### src/design/spc_pkg.sv
// shared types and constants for the sphere pair contact block
package spc_pkg;
  localparam int unsigned FracBitsDef = 16;
  localparam int unsigned CoordW = 32;
  localparam int unsigned RadW = 31;
  localparam int unsigned GapW = 35;
  localparam int unsigned NormW = 18;
  localparam int unsigned DiffW = 33;
  localparam int unsigned SqW = 68;
  localparam int unsigned DistW = 34;
  localparam int unsigned QueueDepth = 4;

  typedef enum logic [0:0] {
    REG_RADIUS_ONE = 1'b0,
    REG_RADIUS_TWO = 1'b1
  } reg_idx_e;

  typedef enum logic [2:0] {S_IDLE, S_SQ, S_ROOT, S_DIV, S_OUT} st_e;

  typedef struct packed {
    logic signed [CoordW-1:0] c1x, c1y, c1z, c2x, c2y, c2z;
  } item_t;
endpackage

### src/design/spc_queue.sv
// small fifo between front and back
module spc_queue (
  input  logic clk_i,
  input  logic rst_ni,
  input  logic push_i,
  input  spc_pkg::item_t item_i,
  output logic full_o,
  output logic valid_o,
  input  logic pop_i,
  output spc_pkg::item_t item_o
);
  import spc_pkg::*;
  localparam int unsigned AW = $clog2(QueueDepth);
  item_t mem_q [QueueDepth];
  logic [AW-1:0] wp_q, rp_q;
  logic [AW:0] cnt_q;

  assign full_o = cnt_q == (AW+1)'(QueueDepth);
  assign valid_o = cnt_q != '0;
  assign item_o = mem_q[rp_q];

  always_ff @(posedge clk_i) if (push_i) mem_q[wp_q] <= item_i;

  always_ff @(posedge clk_i or negedge rst_ni) begin
    if (!rst_ni) begin
      wp_q <= '0; rp_q <= '0; cnt_q <= '0;
    end else begin
      if (push_i) wp_q <= wp_q + 1'b1;
      if (pop_i) rp_q <= rp_q + 1'b1;
      cnt_q <= cnt_q + (AW+1)'(push_i) - (AW+1)'(pop_i);
    end
  end
endmodule

### config.mk
export PLATFORM = sky130hd
export DESIGN_NAME = spc_queue
export DESIGN_NICKNAME = d
export VERILOG_FILES = /design/src/design/spc_pkg.sv /design/src/design/spc_queue.sv
export SDC_FILE = /design/constraint.sdc
export NUM_CORES = 1
export LEC_CHECK = 0
export BUFFER_PORTS_ARGS = -buffer_cell sky130_fd_sc_hd__buf_2
export CORE_UTILIZATION = 56
export CTS_CLUSTER_DIAMETER = 30
export CTS_CLUSTER_SIZE = 16
export DETAILED_ROUTE_END_ITERATION = 8
export GPL_TIMING_DRIVEN = 0
export PLACE_DENSITY = 0.74
export SYNTH_ARGS = -nofsm -noshare
export SYNTH_HDL_FRONTEND = slang
export SYNTH_SLANG_ARGS = --single-unit
### constraint.sdc
create_clock -name clk_i -period 7.3 [get_ports clk_i]
set_input_delay 0.365 -clock clk_i [delete_from_list [all_inputs] [get_ports clk_i]]
set_output_delay 0.365 -clock clk_i [all_outputs]
set_load 0.005 [all_outputs]
# After elaboration in Yosys (flattened, before gate mapping)

Memory sizes are Yosys's and may differ from the RTL's.
Index checks and enable logic that the tools add are counted.
Widths: inputs -> output; s select.

Input bits: 196
Bits in registers: 7
Output and inout port bits: 194
Memories kept: 1
Logic and storage cells: 12
Bits in writable memories: 768

Memory list:

| memory | words | bits a word | read ports | clocked after Yosys merged registers in | wr ports | line            | source |
|---|---|---|---|---|---|---|---|
| mem_q  | 4     | 192         | 1          | 0                                       | 1        | spc_queue.sv:14 | `item_t mem_q [QueueDepth];` |

Add/subtract/negate cells: 4
Reductions and logical operators: 1
Equality and inequality tests: 1
Muxes and demuxes: 2

Operator list:

| kind                | count |
|---|---|
| $add 2x1->2 const B | 2 |
| $add 3x1->3         | 1 |
| $eq 3x3->1 const B  | 1 |
| $reduce_bool 3->1   | 1 |
| $sub 3x1->3         | 1 |
| $mux 1              | 2 |

# Depth between registers and ports, before layout

Depth in word-level cells: 2
Depth in mapped cells: 7
Gate-level depth less buffers: 7

# Least setup slack after synthesis

No wires, ideal clock.

Path kind: register -> register
From: reg wp_q[0]
To: mem mem_q[0][0] (netlist name) (enable)
Arrival time: 4.991 ns
Required time: 6.725 ns
Clock period less this slack: 5.566 ns
Setup slack: 1.734 ns
Setup time: 0.575 ns
Stages on the path, launching flop included: 4
Buffers on the path: 0
Cell sequence: dfrtp_1 inv_1 ha_1 and2_1

RTL lines:

| item                     | line            | source |
|---|---|---|
| start: declaration       | spc_queue.sv:15 | `logic [AW-1:0] wp_q, rp_q;` |
| start signal: assignment | spc_queue.sv:28 | `if (push_i) wp_q <= wp_q + 1'b1;` |
| end: declaration         | spc_queue.sv:14 |  |

No word-level cell before the write port.

==> flow_metrics.tcl <==
set metrics [dict create \
    die_height_microns 226 \
    io_buffer_count 389 \
    number_of_top_level_pins 390 \
    power.ir.vdd_worst_mv 0.308 \
    floorplan.initialDensity_pct 57.1 \
    worst_r2r_path_depth 6 \
    clock_path_buffers 3 \
    die_area_sq_mm 0.0511 \
    postSynthRegisterBits 775 \
    route.detailed.wl_per_inst_microns 27.3 \
    endpoint_required_time_on_the_critical_path_ps 6930 \
    yosysTopAreaCell "sky130_fd_sc_hd__edfxtp_1" \
    dp_hpwl_microns 34700 \
    mapped_area_sq_mm 0.0281 \
    viasPerCell 5.70 \
    clock_pin_slew_on_the_worst_setup_and_hold_paths_ps 50 \
    tritoncts.num_buffers 131 \
    postSynthNetCount 1240 \
    timing.final.crit_period_ps 3160 \
    cap_viol_max_count 0 \
    reg2reg_setup_slack_ps 4770 \
    place_worst_setup_slack_ps 4810 \
    worstSetupStartpointType "flip-flop" \
    drc 0 \
    power.static_leakage_nw 13.3 \
    stdcell_area_sq_mm 0.0376 \
    clock_latency_ps 710 \
    report.final.setup_viol 0 \
    layout.cells.non_filler 2544 \
    cells_after_synthesis 1037 \
    run_status "finished, final reports clean" \
    std_cell_rows 81 \
    cts_num_sinks 775 \
    skew_ps 21.5 \
    grt_remaining_overflow 0 \
    drt_first_pass_iters 5 \
    avgSynthCellArea_sq_um 27.1 \
    clock_tree_from_tritoncts "yes" \
    grt_pass1_vias 15850 \
    numPlacedInstances 2104 \
    pwr-share-comb_pct 25.4 \
    grt_max_degree 58 \
    htree_num_levels 4 \
    netlist-cell-type-count 19 \
    drv_slew 0 \
    syn_to_final_growth_pct 33.6 \
    groute.usage.overall_pct 27.8 \
    yosys-top-cells-area "sky130_fd_sc_hd__edfxtp_1 82%, sky130_fd_sc_hd__mux4_2 15%, sky130_fd_sc_hd__buf_6 0.72%" \
    fraction_of_layout_cells_with_a_size_suffix_above_1_pct 44.7 \
    hold_path.class "in2async" \
    report.power.total_mw 16.1 \
    drt_wirelength_microns 69500 \
    fmax_mhz 316 \
    power.internal_mw 11.6 \
    cts_setup_buffers 0 \
    timing.final.ws_setup_ps 4140 \
    whs_ps 66.8 \
    timing.rr.end "mem_q[0][110]" \
    routed-via-count 14495 \
    timing.final.crit_share_pct 43.3 \
    setup.worst_path.class "reg2out" \
    route.antenna.remaining_nets 0 \
    gpl.final_weighted_congestion 0.720 \
    setup_repair_after_global_routing_missed_its_margin "false" \
    synth_top_cell_area_share_pct 82.0 \
    placed_area_sq_mm 0.0313 \
    final_hold_viol_count 0 \
    netSwitchingPower_mw 4.52 \
    cts.root.buffer_cell "sky130_fd_sc_hd__clkbuf_16" \
    wire_length_of_the_first_global_routing_pass_microns 101000 \
    die_w_microns 226 \
    power.sequential.fraction_pct 37.5 \
    transition_time_at_the_pin_with_the_least_slew_margin_ps 893 \
    synthesis.yosys.warnings 0 \
    critPathArrivalTime_ps 2800 \
    seq_area_frac_synth_pct 82.7 \
    cp_max_fo 10 \
    r2r_start "wp_q[0]" \
    powerDensity_mw_per_mm2 430 \
    num-nets-final 1971 \
    netSwitchingFraction_pct 28.0 \
    power_frac_clock_pct 37.1 \
    antenna_found_initial 5 \
    drtIter0Drc 1019 \
    worstSetupEndpointType "primary output" \
    placeable_core_region_sq_mm 0.0493 \
    max-slew-margin-rel_pct 40.4 \
]
## state kept, by name (all words and copies together) (netlist names)
name / cells
mem_q: 768
cnt_q: 3
rp_q: 2
wp_q: 2
## synth_stat cells
| library cell | count |
|---|---|
| sky130_fd_sc_hd__buf_2 | 19 |
| sky130_fd_sc_hd__xor2_1 | 2 |
| sky130_fd_sc_hd__o21ai_0 | 1 |
| sky130_fd_sc_hd__clkbuf_1 | 2 |
| sky130_fd_sc_hd__edfxtp_1 | 768 |
| sky130_fd_sc_hd__xnor2_1 | 3 |
| sky130_fd_sc_hd__inv_1 | 6 |
| sky130_fd_sc_hd__mux4_2 | 192 |
| sky130_fd_sc_hd__buf_6 | 18 |
| sky130_fd_sc_hd__fa_1 | 1 |
| sky130_fd_sc_hd__and2_1 | 4 |
| sky130_fd_sc_hd__nand2_1 | 2 |
| sky130_fd_sc_hd__buf_8 | 1 |
| sky130_fd_sc_hd__buf_1 | 2 |
| sky130_fd_sc_hd__or3_1 | 1 |
| sky130_fd_sc_hd__buf_4 | 1 |
| sky130_fd_sc_hd__dfrtp_1 | 7 |
| sky130_fd_sc_hd__ha_1 | 6 |
| sky130_fd_sc_hd__and3_1 | 1 |
## routing by layer
| layer | vias up | share of wire, % | global-route usage [%] |
|---|---|---|---|
| met3 | 131 | 8.6 | 8.89 |
| met4 | 0 | 2.8 | 11.1 |
| met5 | - | 0 | 0 |
| li1 | 6050 | - | - |
| met2 | 727 | 53 | 48.2 |
| met1 | 7587 | 35 | 32.1 |
## layout make-up
class                   count  area, sq um
flip-flops and latches    775        23200
multi-input cells         213         4520
inverters                   6         22.5
fillers                  2535        11700
clock buffers             151         3440
diodes                      5         12.5
plain buffers              43          335
clock inverters            89          890
well taps                 664          831
repair buffers            598         4260
## timing repair
item	in CTS	in global routing
hold buffers	195	0
hold endpoints to repair	779	0
resized for setup	0	0
## logic make-up after synthesis
kind of cell / count (synthesis) / share of synthesized area (%)
flip-flops: 775 / 82.7
AO/OA/AOI/OAI: 1 / 0.0178
AND/OR/NAND/NOR: 8 / 0.160
buffers and inverters: 49 / 1.27
multiplexers: 192 / 15.4
adder cells (fa/ha/maj): 7 / 0.338
XOR/XNOR: 5 / 0.156
## per-stage QoR
| step | setup TNS (ps) | utilization, % |
|---|---|---|
| 2_1_floorplan | 0 | - |
| 3_3_place_gp | -1290770 | 62.7 |
| 3_5_place_dp | 0 | 63.5 |
| 4_1_cts | 0 | 76.2 |
| 5_1_grt | 0 | 76.2 |
| 6_report | 0 | 76.2 |
## cells in the final DEF, fill, tap and decap left out, types with 5 or more instances in the layout
master                          count
sky130_fd_sc_hd__bufinv_16         13
sky130_fd_sc_hd__ha_1               6
sky130_fd_sc_hd__dfrtp_1            7
sky130_fd_sc_hd__mux4_2           192
sky130_fd_sc_hd__inv_1              6
sky130_fd_sc_hd__buf_16            11
sky130_fd_sc_hd__buf_2            408
sky130_fd_sc_hd__diode_2            5
sky130_fd_sc_hd__edfxtp_1         768
sky130_fd_sc_hd__dlygate4sd3_1    195
sky130_fd_sc_hd__clkbuf_16        135
sky130_fd_sc_hd__clkinvlp_4        16
sky130_fd_sc_hd__clkinv_1          24
sky130_fd_sc_hd__clkinv_2          18
sky130_fd_sc_hd__buf_6             18
sky130_fd_sc_hd__clkbuf_1          18
sky130_fd_sc_hd__inv_6             10
## power by group through the flow
| stage | Sequential, mW | Combinational (mW) | Clock, mW |
|---|---|---|---|
| finish | 6.05 | 4.10 | 5.99 |
| global route | 6.10 | 4.34 | 6.24 |
| CTS | 6.02 | 4.08 | 5.99 |
| detailed placement | 6.07 | 3.92 | 0 |
| global placement | 6.35 | 3.77 | 0 |
| floorplan | 6.18 | 2.27 | 0 |
## worst max-delay path: stages, from the launching register on
cell	delay (ps)
sky130_fd_sc_hd__dfrtp_1	390
sky130_fd_sc_hd__clkbuf_1	690
sky130_fd_sc_hd__buf_2	440
sky130_fd_sc_hd__mux4_2	410
sky130_fd_sc_hd__buf_2	160
## worst max path at each step
stage             from             to  slack [ps]  cells past startpoint
5_1_grt        rp_q[1]     item_o[71]        4060                      4
6_report       rp_q[1]     item_o[71]        4140                      4
2_1_floorplan  wp_q[0]    mem_q[0][0]        1730                      3
3_5_place_dp   wp_q[0]  mem_q[0][105]        4810                      6
3_3_place_gp    push_i  mem_q[1][110]       -1740                      2
4_1_cts        rp_q[1]     item_o[71]        4090                      4
Note: power is estimated with default switching activity, not from simulation.
